--- src/rtl/cbpc_pkg.sv ---
// ----------------------------------------------------------------------------
// cbpc_pkg
// Shared types and constants of the cylinder box/point classifier.
// ----------------------------------------------------------------------------
`default_nettype none

package cbpc_pkg;

  // configuration register width and register indexes
  localparam int REG_BITS = 23;
  localparam int CFG_IDX_BITS = 1;
  localparam logic [CFG_IDX_BITS-1:0] REG_RADIUS      = 1'b0;
  localparam logic [CFG_IDX_BITS-1:0] REG_HALF_HEIGHT = 1'b1;

  // register reset values, 1.0 in unsigned Q11.12
  localparam logic [REG_BITS-1:0] RADIUS_RST      = 23'd4096;
  localparam logic [REG_BITS-1:0] HALF_HEIGHT_RST = 23'd4096;

  // query opcodes
  localparam logic OP_POINT = 1'b0;
  localparam logic OP_BOX   = 1'b1;

  // relation codes
  typedef logic [1:0] relation_t;
  localparam relation_t REL_OUTSIDE   = 2'd0;
  localparam relation_t REL_INTERSECT = 2'd1;
  localparam relation_t REL_INSIDE    = 2'd2;
  localparam relation_t REL_INVALID   = 2'd3;

  // per-item control flags carried down the pipeline
  typedef struct packed {
    logic op;       // query opcode
    logic bad_box;  // min above max on some axis
    logic z_out;    // disjoint from the height slab
    logic in_h;     // strictly within the height slab
  } cbpc_flags_t;

endpackage

`default_nettype wire

--- src/rtl/cbpc_eval.sv ---
// ----------------------------------------------------------------------------
// cbpc_eval
// Back stage logic: sums of squares against radius squared and the final
// relation code.
// ----------------------------------------------------------------------------
`default_nettype none

module cbpc_eval
  import cbpc_pkg::*;
#(
  parameter int COORD_BITS = 24
) (
  input  wire cbpc_flags_t                flags,
  input  wire logic [2*COORD_BITS-1:0]    near_x2,
  input  wire logic [2*COORD_BITS-1:0]    near_y2,
  input  wire logic [2*COORD_BITS-1:0]    far_x2,
  input  wire logic [2*COORD_BITS-1:0]    far_y2,
  input  wire logic [2*REG_BITS-1:0]      r2,
  output relation_t                       relation
);

  localparam int SQ_BITS = 2 * COORD_BITS;
  localparam int SW = ((SQ_BITS > 2*REG_BITS) ? SQ_BITS : 2*REG_BITS) + 1;

  logic [SW-1:0] near2;
  logic [SW-1:0] far2;
  logic [SW-1:0] r2_e;

  // exact sums in a common width
  assign near2 = {{(SW-SQ_BITS){1'b0}}, near_x2} + {{(SW-SQ_BITS){1'b0}}, near_y2};
  assign far2  = {{(SW-SQ_BITS){1'b0}}, far_x2} + {{(SW-SQ_BITS){1'b0}}, far_y2};
  assign r2_e  = {{(SW-2*REG_BITS){1'b0}}, r2};

  // relation decision
  always_comb begin
    if (flags.op == OP_POINT) begin
      relation = (!flags.z_out && (near2 <= r2_e)) ? REL_INSIDE : REL_OUTSIDE;
    end else if (flags.bad_box) begin
      relation = REL_INVALID;
    end else if (flags.z_out || (near2 > r2_e)) begin
      relation = REL_OUTSIDE;
    end else if (flags.in_h && (far2 < r2_e)) begin
      relation = REL_INSIDE;
    end else begin
      relation = REL_INTERSECT;
    end
  end

endmodule

`default_nettype wire

--- config.mk ---
export PLATFORM = sky130hd
export DESIGN_NAME = cbpc_eval
export DESIGN_NICKNAME = d
export VERILOG_FILES = /design/src/rtl/cbpc_pkg.sv /design/src/rtl/cbpc_eval.sv
export SDC_FILE = /design/constraint.sdc
export NUM_CORES = 1
export LEC_CHECK = 0
export BUFFER_PORTS_ARGS = -buffer_cell sky130_fd_sc_hd__buf_2
export CAP_MARGIN = 40
export CORE_MARGIN = 5
export CORE_UTILIZATION = 48
export DETAILED_ROUTE_END_ITERATION = 7
export GPL_TIMING_DRIVEN = 1
export PLACE_DENSITY = 0.85
export SLEW_MARGIN = 5
export SYNTH_ARGS = -nofsm -noshare
export SYNTH_HDL_FRONTEND = slang
export SYNTH_SLANG_ARGS = --single-unit
--- constraint.sdc ---
create_clock -name vclk -period 7
set_input_delay 0.7 -clock vclk [all_inputs]
set_output_delay 0.7 -clock vclk [all_outputs]
set_load 0.05 [all_outputs]
Word-level counts from Yosys, hierarchy flattened
Index checks and enable logic that the tools add are counted.
- output and inout bits: 2
- flip-flop bits (word level): 0
- word-level logic and storage cells: 14
- add/subtract/negate cells: 2
- reductions and logical operators: 4
- mux-type cells: 5
- $lt $le $gt $ge: 3
- operators with widths (kind ; count):
    48-bit by 48-bit adder with 49-bit output ; 2
    49-bit by 46-bit greater-than comparator with 1-bit output ; 1
    49-bit by 46-bit <= comparator with 1-bit output ; 1
    49-bit by 46-bit less-than comparator with 1-bit output ; 1
    2-bit two-way mux ; 5
    1-bit logical AND ; 2
    1-bit logical NOT ; 1
    1-bit logical OR ; 1

Logic depth before layout (Yosys ltp)
- depth after elaboration: 7
- gate-level depth with buffers: 24

Worst setup path before layout
OpenSTA, ideal clock, no wires.
- path type: input port to output port
- start: input near_x2[0]
- end: output relation[1]
- setup slack: 0.976 ns
- path buffers: 0
- stages: 23
- required time: 6.300 ns
- arrival: 5.324 ns
- cells stage by stage: ha_1 -> fa_1 -> a211oi_2 -> o21ai_2 -> o21ai_2 -> nand4_1 -> a21boi_0 -> o21ai_0 -> a21oi_1 -> o21bai_1 -> a21oi_1 -> xnor2_1 -> ha_1 -> a211oi_1 -> o21bai_1 -> a21o_1 -> a221oi_1 -> nand4_1 -> o21ai_0 -> nand3_1 -> a221o_1 -> and4bb_1 -> a22o_1
- longest elaborated chain between the ends: 6
- RTL lines (element ; line ; RTL):
    from (decl) ; cbpc_eval.sv:14 ; input wire logic [2*COORD_BITS-1:0] near_x2,
    48-bit by 48-bit adder with 49-bit output (*) ; cbpc_eval.sv:30 ; assign near2 = {{(SW-SQ_BITS){1'b0}}, near_x2} + {{(SW-SQ_BITS){1'b0}}, near_y2};
    49-bit by 46-bit greater-than comparator with 1-bit output ; cbpc_eval.sv:40 ; end else if (flags.z_out || (near2 > r2_e)) begin
    1-bit logical OR ; cbpc_eval.sv:40 ;
    2-bit two-way mux ; cbpc_eval.sv:40 ;
    2-bit two-way mux ; cbpc_eval.sv:38 ; end else if (flags.bad_box) begin
    2-bit two-way mux (*) ; cbpc_eval.sv:36 ; if (flags.op == OP_POINT) begin
    to (decl) ; cbpc_eval.sv:19 ; output relation_t relation
Mark *: on every way between the ends. The rest lies on a longest branch, timed or not.

Final worst setup path
- start: input near_x2[0]
- end: output relation[0]
- longest elaborated chain between the ends: 6
- RTL lines (element ; line):
    48-bit by 48-bit adder with 49-bit output ; cbpc_eval.sv:30
    49-bit by 46-bit greater-than comparator with 1-bit output ; cbpc_eval.sv:40
    1-bit logical OR ; cbpc_eval.sv:40
    2-bit two-way mux ; cbpc_eval.sv:40
    2-bit two-way mux ; cbpc_eval.sv:38
    2-bit two-way mux ; cbpc_eval.sv:36
Every way passes these cells.

==> metrics <==
met1 global-route usage=0.331; share of cells above drive strength 1=0.210; Synth warnings=0; clock share of power=0; Final ANT Viol Nets=0; launch point of the worst hold path=flags[3]; vias in the first global route=between 8000 and 9000; initial drt markers=about 540; core area=15100 µm²; Net Sw Frac=0.554; die area=18000 µm²; Initial Util=0.487; Rows=45; Relative slew margins=0.634; largest net degree at the start of global routing=10; Slew Limit Fails=0; total negative slack=0 ps; Die Height=around 130 µm; WL final=around 23 mm; cell mode on critical path=nand4_1; CP top delay family=compound AO/OA/AOI/OAI gates; Logic pwr share=1.000; sequential fraction of the synthesis area=0; Yosys cell types=62; Fmax=roughly 150 MHz; crit-path cells=buf_2, ha_1, fa_1, a211oi_2, o21ai_2, o21ai_2, nand4_1, a21boi_2, o21ai_0, a21oi_1, o21bai_1, xnor2_1, ha_1, nand4_1, nor4_1, nand4_1, nor3_1, a21oi_1, a221o_1, and4bb_1, o221a_2, buf_2; Leak Pwr=4.65 nW; P_sw=0.499 mW; Synth Area per Inst=between 7 and 8 µm²; Tightest Pin Transition=~540 ps; crit path time final=6570 ps; area grow syn2layout=19.1%; crit path DAT=slightly below 6000 ps; net count after synthesis=1483; final layout net count=between 1500 and 2000; filler instances=roughly 1500; crit-path max FO=4; area occupied by multi-input gates=between 7000 and 8000 µm²; slowest stage cell, crit path=nor4_1; Total Power=~0.90 mW; WP buf/inv=2; Max VDD drop=between 0.00004 and 0.00005 V; HPWL Detailed=~21 mm; area of the mapped netlist=~7400 µm²; met3 usage=0.0161; placed cell areas=8760 µm²; status=completed; worst hold-check path type=input pin to output port; Critical Path End Type=output port; Setup Viol. Count Final=0; RSZ-0062 raised after global routing=no; Int Pwr=roughly 0.4 mW; Final Hold Viols=0; first-pass GRT wire length=~37 mm; GR Overflow Total=0; most common cell after layout, fill and taps aside=buf_2; crit start category=input pin; GR Util met2=0.389; layer with the highest usage=met2; initial antenna violation count=9; total number of vias=around 8700; critical path class=input pin to output port; # Max-Cap Violations=0; most frequent cells in the layout=buf_2 (244), ha_1 (187), a21oi_1 (142); FFs & Latches=0; sequential power share=0; drt via density=approximately 5.9; Tot GR Track Use=0.240; routability cong.=approximately 0.94; Worst Path Required=6300 ps; clkbuf count=0; DR pass1 iterations=5; DRC violations left=0; critical path startpoint=near_x2[0]; Post-CTS Setup Repair Bufs=0; Ports=approximately 240; PwrDens=102 nW/µm²; sequential standard cell area=0 µm²; Tcrit/Tclk final=0.939; Syn Inst Count=approximately 1100; die width=approximately 130 µm; slowest stage delay, CP=roughly 550 ps; Final Util=0.580; WL per Instance=15.6 µm; PortBufs=244; fin area=about 9000 µm²
[synthesized netlist by cell type, drive strengths merged, types with 7 or more instances]
| cell | count | share of area |
|---|---|---|
| nand2b | 8 | 0.0068 |
| nor3 | 14 | 0.0095 |
| o21bai | 16 | 0.016 |
| nand2 | 94 | 0.048 |
| o211ai | 10 | 0.010 |
| a211oi | 14 | 0.015 |
| xnor2 | 55 | 0.065 |
| nor2b | 7 | 0.0059 |
| nor2 | 58 | 0.029 |
| and2 | 9 | 0.0080 |
| a31oi | 13 | 0.011 |
| o21a | 13 | 0.013 |
| inv | 75 | 0.038 |
| xor2 | 32 | 0.038 |
| a21oi | 142 | 0.096 |
| clkbuf | 18 | 0.0092 |
| nand4 | 33 | 0.028 |
| nor4 | 9 | 0.0085 |
| nand3 | 26 | 0.018 |
| a21o | 61 | 0.062 |
| o21ai | 74 | 0.051 |
| ha | 187 | 0.32 |
| and3 | 9 | 0.0076 |
[power by group through the flow]
stage / Clock, mW / Sequential, mW / Combinational, mW
2_1_floorplan: 0 / 0 / 0.644
3_3_place_gp: 0 / 0 / 0.858
3_5_place_dp: 0 / 0 / 0.879
4_1_cts: 0 / 0 / 0.886
5_1_grt: 0.000000172 / 0 / 1.02
6_report: 0.000000191 / 0 / 0.900
[metrics by stage]
step	hold WS, ps	cells	setup slack [ps]
after floorplan	1610	1052	976
after global placement	1820	1462	476
after detailed placement	1830	1462	298
after CTS	1830	1462	284
after global routing	1840	1471	70.5
final	1830	1472	425
[kinds of logic (layout without fill, tap and decap cells)]
logic type / count (synthesis) / after routing / share of synthesized area
AO/OA/AOI/OAI: 393 / 393 / 0.336
XOR/XNOR: 87 / 87 / 0.103
adder cells (fa/ha/maj): 189 / 189 / 0.322
buffers and inverters: 98 / 320 / 0.0505
other: 0 / 10 / 0
AND/OR/NAND/NOR: 285 / 285 / 0.188
[metal layers]
metal	vias to the layer above	share of wire
li1	4396	-
met1	3858	0.46
met4	0	0.044
met3	64	0.060
met5	-	0
met2	335	0.44
[layout make-up]
| cell class | instances | area share |
|---|---|---|
| Multi-Input combinational cell | 954 | 0.799 |
| Timing Repair Buffer | 245 | 0.140 |
| Inverter | 75 | 0.0320 |
| Tap cell | 188 | 0.0268 |
| Antenna cell | 10 | 0.00285 |
[path summary, 6_finish.rpt]
check,endpoint,cells past startpoint
min,relation[0],3
max,relation[0],22
[what timing repair did]
item | 4_1_cts | 5_1_grt
setup endpoints to repair | 0 | 2
resized for setup | 0 | 3
hold buffers | 0 | 0
(Power assumes the default switching activity.)
