$ cat config.mk
export PLATFORM = sky130hd
export DESIGN_NAME = cbpc_prep
export DESIGN_NICKNAME = d
export VERILOG_FILES = /design/src/rtl/cbpc_pkg.sv /design/src/rtl/cbpc_prep.sv
export SDC_FILE = /design/constraint.sdc
export NUM_CORES = 1
export LEC_CHECK = 0
export BUFFER_PORTS_ARGS = -buffer_cell sky130_fd_sc_hd__buf_2
export CAP_MARGIN = 20
export CORE_ASPECT_RATIO = 0.6
export CORE_MARGIN = 4
export CORE_UTILIZATION = 56
export DETAILED_ROUTE_END_ITERATION = 10
export PLACE_DENSITY = 0.85
export RECOVER_POWER = 100
export SYNTH_ARGS = -nofsm -noshare
export SYNTH_HDL_FRONTEND = slang
export SYNTH_SLANG_ARGS = --single-unit
export TNS_END_PERCENT = 20
$ cat constraint.sdc
create_clock -name vclk -period 5.5
set_input_delay 0.55 -clock vclk [all_inputs]
set_output_delay 0.55 -clock vclk [all_outputs]
set_load 0.1 [all_outputs]
$ cat src/rtl/cbpc_pkg.sv
// ----------------------------------------------------------------------------
// cbpc_pkg
// Shared types and constants of the cylinder box/point classifier.
// ----------------------------------------------------------------------------
`default_nettype none

package cbpc_pkg;

  // configuration register width and register indexes
  localparam int REG_BITS = 23;
  localparam int CFG_IDX_BITS = 1;
  localparam logic [CFG_IDX_BITS-1:0] REG_RADIUS      = 1'b0;
  localparam logic [CFG_IDX_BITS-1:0] REG_HALF_HEIGHT = 1'b1;

  // register reset values, 1.0 in unsigned Q11.12
  localparam logic [REG_BITS-1:0] RADIUS_RST      = 23'd4096;
  localparam logic [REG_BITS-1:0] HALF_HEIGHT_RST = 23'd4096;

  // query opcodes
  localparam logic OP_POINT = 1'b0;
  localparam logic OP_BOX   = 1'b1;

  // relation codes
  typedef logic [1:0] relation_t;
  localparam relation_t REL_OUTSIDE   = 2'd0;
  localparam relation_t REL_INTERSECT = 2'd1;
  localparam relation_t REL_INSIDE    = 2'd2;
  localparam relation_t REL_INVALID   = 2'd3;

  // per-item control flags carried down the pipeline
  typedef struct packed {
    logic op;       // query opcode
    logic bad_box;  // min above max on some axis
    logic z_out;    // disjoint from the height slab
    logic in_h;     // strictly within the height slab
  } cbpc_flags_t;

endpackage

`default_nettype wire

$ cat src/rtl/cbpc_prep.sv
// ----------------------------------------------------------------------------
// cbpc_prep
// Front stage logic: box checks, height tests and the near and far
// radial magnitudes of the x and y intervals.
// ----------------------------------------------------------------------------
`default_nettype none

module cbpc_prep
  import cbpc_pkg::*;
#(
  parameter int COORD_BITS = 24
) (
  input  wire logic                         op,
  input  wire logic signed [COORD_BITS-1:0] min_x,
  input  wire logic signed [COORD_BITS-1:0] min_y,
  input  wire logic signed [COORD_BITS-1:0] min_z,
  input  wire logic signed [COORD_BITS-1:0] max_x,
  input  wire logic signed [COORD_BITS-1:0] max_y,
  input  wire logic signed [COORD_BITS-1:0] max_z,
  input  wire logic        [REG_BITS-1:0]   half_height,
  output cbpc_flags_t                       flags,
  output logic             [COORD_BITS-1:0] near_x,
  output logic             [COORD_BITS-1:0] near_y,
  output logic             [COORD_BITS-1:0] far_x,
  output logic             [COORD_BITS-1:0] far_y
);

  localparam int HW = ((COORD_BITS > REG_BITS) ? COORD_BITS : REG_BITS) + 2;

  logic signed [HW-1:0] z0_e;
  logic signed [HW-1:0] z1_e;
  logic signed [HW-1:0] h_e;
  logic signed [HW-1:0] nh_e;
  logic [COORD_BITS-1:0] mag_x0;
  logic [COORD_BITS-1:0] mag_x1;
  logic [COORD_BITS-1:0] mag_y0;
  logic [COORD_BITS-1:0] mag_y1;
  logic [COORD_BITS-1:0] nbox_x;
  logic [COORD_BITS-1:0] nbox_y;

  // magnitude of a signed coordinate, exact for the most negative value
  function automatic logic [COORD_BITS-1:0] mag(input logic signed [COORD_BITS-1:0] v);
    logic [COORD_BITS:0] neg;
    neg = {1'b0, ~v} + {{COORD_BITS{1'b0}}, 1'b1};
    return v[COORD_BITS-1] ? neg[COORD_BITS-1:0] : v;
  endfunction

  // nearest distance from zero to [lo, hi]
  function automatic logic [COORD_BITS-1:0] near_d(
    input logic signed [COORD_BITS-1:0] lo,
    input logic signed [COORD_BITS-1:0] hi,
    input logic        [COORD_BITS-1:0] mag_hi
  );
    logic [COORD_BITS-1:0] d;
    if (lo > 0) begin
      d = lo;
    end else if (hi < 0) begin
      d = mag_hi;
    end else begin
      d = '0;
    end
    return d;
  endfunction

  // sign-extended height operands
  assign z0_e = {{(HW-COORD_BITS){min_z[COORD_BITS-1]}}, min_z};
  assign z1_e = {{(HW-COORD_BITS){max_z[COORD_BITS-1]}}, max_z};
  assign h_e  = {{(HW-REG_BITS){1'b0}}, half_height};
  assign nh_e = -h_e;

  assign mag_x0 = mag(min_x);
  assign mag_x1 = mag(max_x);
  assign mag_y0 = mag(min_y);
  assign mag_y1 = mag(max_y);
  assign nbox_x = near_d(min_x, max_x, mag_x1);
  assign nbox_y = near_d(min_y, max_y, mag_y1);

  // flags per opcode
  always_comb begin
    flags.op      = op;
    flags.bad_box = (min_x > max_x) || (min_y > max_y) || (min_z > max_z);
    flags.in_h    = (z0_e > nh_e) && (z1_e < h_e);
    if (op == OP_POINT) begin
      flags.z_out = (z0_e < nh_e) || (z0_e > h_e);
    end else begin
      flags.z_out = (z1_e < nh_e) || (z0_e > h_e);
    end
  end

  // a point uses its own magnitudes as the near distance
  assign near_x = (op == OP_POINT) ? mag_x0 : nbox_x;
  assign near_y = (op == OP_POINT) ? mag_y0 : nbox_y;
  assign far_x  = (mag_x0 > mag_x1) ? mag_x0 : mag_x1;
  assign far_y  = (mag_y0 > mag_y1) ? mag_y0 : mag_y1;

endmodule

`default_nettype wire

Yosys cells after proc, flatten, opt, wreduce, memory -nomap -nowiden

Cells that the tools add are included.

Flip-flop bits (word level): 0
Output and inout port bits: 100
Word-level logic and storage cells: 41

Add/subtract/negate cells: 5
Magnitude comparators: 14
Muxes and demuxes: 13
Bitwise gates (word level): 4
Reductions and logical operators: 5

Operators with widths:

| operator                                                                         | number |
|---|---|
| 24-bit two-way mux                                                               | 12 |
| 24-bit greater-than comparator                                                   | 6 |
| 24-bit by 1-bit adder with 24-bit output, second input constant                  | 4 |
| 24-bit inverter                                                                  | 4 |
| 24-bit by 26-bit < comparator with 1-bit output                                  | 2 |
| 24-bit by 1-bit greater-than comparator with 1-bit output, second input constant | 2 |
| 24-bit by 1-bit < comparator with 1-bit output, second input constant            | 2 |
| 24-bit by 26-bit greater-than comparator with 1-bit output                       | 1 |
| 23-bit negator with 26-bit output                                                | 1 |
| 24-bit < comparator                                                              | 1 |
| 1-bit logical OR                                                                 | 4 |
| 1-bit logical AND                                                                | 1 |
| 1-bit two-way mux                                                                | 1 |

Depth between registers and ports, before layout

Depth in word-level cells: 6
Mapped depth: 18
Depth with buffers taken out: 16

Least setup slack after synthesis

OpenSTA, ideal clock, no wires.

Path type: input to output
From: in max_x[0]
To: out far_x[10]
Arrival time: 5.788 ns
Setup slack: -0.838 ns
Stages: 16
Path buffers: 1
Cell sequence: inv_1 ha_1 or4b_2 or4_1 or3_1 o21ai_0 xnor2_1 ha_1 a21o_1 a21o_1 a21oi_1 nor2b_1 a311o_1 o21ai_4 buf_6 mux2i_1

Word-level cells in the longest chain between the ends: 5

Ends and longest elaborated chain:

| element                                  | line            | source |
|---|---|---|
| start: declaration                       | cbpc_prep.sv:17 | `input wire logic signed [COORD_BITS-1:0] max_x,` |
| 24-bit inverter                          | cbpc_prep.sv:44 | `neg = {1'b0, ~v} + {{COORD_BITS{1'b0}}, 1'b1};` |
| 24-bit by 1-bit adder with 24-bit output | cbpc_prep.sv:44 |  |
| 24-bit two-way mux (*)                   | cbpc_prep.sv:45 | `return v[COORD_BITS-1] ? neg[COORD_BITS-1:0] : v;` |
| 24-bit greater-than comparator           | cbpc_prep.sv:93 | `assign far_x = (mag_x0 > mag_x1) ? mag_x0 : mag_x1;` |
| 24-bit two-way mux (*)                   | cbpc_prep.sv:93 |  |
| end: declaration                         | cbpc_prep.sv:24 | `output logic [COORD_BITS-1:0] far_x,` |

Every way passes the cells marked *; elsewhere a longest branch is shown, timed or not.

Worst setup path after layout

From: in min_y[5]
To: out far_y[5]

Word-level cells in the longest chain between the ends: 5

Ends and longest elaborated chain:

| element                                  | line            | source |
|---|---|---|
| start: declaration                       | cbpc_prep.sv:15 | `input wire logic signed [COORD_BITS-1:0] min_y,` |
| 24-bit inverter                          | cbpc_prep.sv:44 |  |
| 24-bit by 1-bit adder with 24-bit output | cbpc_prep.sv:44 |  |
| 24-bit two-way mux (*)                   | cbpc_prep.sv:45 |  |
| 24-bit greater-than comparator           | cbpc_prep.sv:94 | `assign far_y = (mag_y0 > mag_y1) ? mag_y0 : mag_y1;` |
| 24-bit two-way mux (*)                   | cbpc_prep.sv:94 |  |
| end: declaration                         | cbpc_prep.sv:25 | `output logic [COORD_BITS-1:0] far_y` |

Marks and branches as above.

==> metrics.md <==
| Metric | Value |
|---|---|
| Tightest Pin Transition | 1250 ps |
| Clock period minus worst slack | 5470 ps |
| Status | finished clean |
| Global-route wire length before repair | 56.9 mm |
| Critical path arrival | 4920 ps |
| Post-route cell area | 0.0120 mm2 |
| Slew HR | 17.0% |
| Gr ovfl total | 0 |
| Commonest non-fill, non-tap cell in the layout | ha_1 |
| Synthesized area | 0.00914 mm2 |
| Startpoint Class | primary input |
| Drt first pass iters | 6 |
| Core footprint | 0.0157 mm2 |
| Period utilization | 99.4% |
| Via density per instance | 6.62 |
| Setup violators final | 0 |
| CP required | 4950 ps |
| CP Class | in2out |
| Clock buffers | 0 |
| Worst hold stages | 4 |
| Die ar. | 0.0185 mm2 |
| Most frequent cells in the layout | ha_1 (202), buf_2 (169), inv_1 (149) |
| Area grow syn2layout | 31.5% |
| HP Class | in2out |
| TNS Setup | 0 ps |
| Starting DRT DRC Count | 1774 |
| CP endpoint kind | output pin |
| Max-cap viol count | 0 |
| Max-slew violation count | 0 |
| Final ANT Viol Nets | 0 |
| Fmax achieved | 0.183 GHz |
| # hold bufs at CTS | 0 |
| Max FO, Critical Path | 6 |
| Hold Vio Cnt, Final | 0 |
| Vias in the first global route | 10700 |
| Die height | 107 um |
| Register area | 0 um2 |
| Mapped Cells | 1287 |
| Peak supply drop | 0.000135 V |
| Library cells used by synthesis | 73 |
| Number of cell rows | 35 |
| RSZ-0062 raised after global routing | yes |
| DRT Wirelength | 38.2 mm |
| Mapped Avg Cell Area | 7.10 um2 |
| Drt wl/cell | 21.5 um |
| IO Pins | 268 |
| Sequential area share after synthesis | 0% |
| Final Wtd Congestion | 1.10 |
| Hold Path End | far_x[0] |
| Hold Path Origin | max_x[0] |
| Starting density of the core | 58.3% |
| Syn Nets | 1657 |
| Largest net degree at the start of global routing | 43 |
| Placed cell areas | 0.0118 mm2 |
| Antenna violations before repair | 2 |
| Via Count | 11700 |
| Hold WS | 1550 ps |
| YS warnings | 0 |
| Nets | 1941 |
| GRT Util Overall | 37.2% |
| Worst Setup SP | min_y[5] |
| I/O Buffers | 268 |
| Share of layout cells above drive strength 1 | 24.5% |
| Power density cells | 206 mW/mm2 |
| Seq_cells | 0 |
| DRC Markers | 0 |
| Die X-Extent | 173 um |
| Leakage | 5.83 nW |
| Detailed placement HPWL | 31.2 mm |
## per-layer routing
layer,wire (um),up-vias,global-route usage (%)
met5,0,-,0
met4,1170,0,7.97
met3,5710,134,8.35
met2,15600,978,55.7
met1,15700,5320,54.2
li1,-,5314,-
## report_power, final
group / internal (mW) / switching [mW] / leakage, nW / total (mW)
sequential: 0 / 0 / 0 / 0
combinational: 0.804 / 1.67 / 5.83 / 2.47
clock: 0.0000000486 / 0 / 0.0000127 / 0.0000000487
total: 0.804 / 1.67 / 5.83 / 2.47
## kinds of logic (layout without fill, tap and decap cells)
group / after synthesis / count (layout) / synth area share, %
xor gates and xnor gates: 115 / 115 / 11.0
adders and majority gates: 208 / 208 / 28.3
AOI/OAI and AO/OA: 355 / 355 / 25.7
buffers and inverters: 194 / 476 / 8.43
muxes: 53 / 53 / 5.83
and+or+nand+nor: 362 / 362 / 20.7
other: 0 / 2 / 0
## layout make-up
type                            instances  area [um2]
Timing Repair Buffer                  323        2300
Inverter                              153         574
Tap cell                              203         254
Antenna cell                            2        5.00
Multi-Input combinational cell       1093        8890
Fill cell                            1215        3650
## critical path: stages
cell and delay, ps:
buf_2 140, or4_4 590, or2_1 270, or2_2 350, or3_1 410, nand2_1 150, xor2_2 180, inv_1 60
ha_1 280, and4_2 260, and3_1 190, nand3_1 140, a211o_1 300, a31oi_4 190, buf_12 150, clkbuf_16 180
mux2i_2 280, buf_12 210
## cells in the mapped netlist (7+ instances only)
cell      number  share of area (%)
a211oi_1       9               0.74
a21o_1        44                3.6
a21oi_1      105                5.7
a221oi_1      10               0.96
a31oi_1       11               0.75
clkbuf_1      34                1.4
ha_1         202                 28
inv_1        150                6.2
mux2i_1       51                5.6
nand2_1       62                2.5
nand2b_1      17                1.2
nand3_1       21                1.1
nand4_1       40                2.7
nor2_1        88                3.6
nor2b_1       15                1.0
nor3_1        41                2.2
nor4_1        11               0.75
o211ai_1       7               0.57
o21a_1        12               0.99
o21ai_0       68                3.7
o31ai_1       26                2.1
o41ai_1       12                1.1
or3_1         17                1.2
or4_1         16                1.3
xnor2_1       94                9.0
xor2_1        21                2.0
## worst max-delay path by stage
stage | cells past startpoint | endpoint | slack, ps
after floorplan | 16 | far_y[10] | -740
final | 18 | far_y[5] | 30
after detailed placement | 17 | far_y[4] | -80
after global routing | 18 | far_y[8] | -50
after CTS | 16 | far_y[7] | 0.5
after global placement | 17 | far_y[4] | 100
## through the flow
step | utilization (%) | setup WS (ps) | std cells | power [mW]
finish | 76.7 | 31.0 | 1774 | 2.47
global route | 76.7 | -47.8 | 1774 | 2.58
CTS | 76.3 | 0.507 | 1765 | 2.43
detailed placement | 75.4 | -82.5 | 1761 | 2.39
global placement | 75.4 | 96.6 | 1761 | 2.35
floorplan | - | -744 | 1287 | 1.63
## what timing repair did
item / CTS / global route
resized for setup: 13 / 57
cloned: 1 / 3
pin swaps: 5 / 11
buffers inserted: 3 / 4
hold endpoints to repair: 0 / 0
endpoints found under the setup margin: 26 / 46
Power figures use the tool's default switching activity.
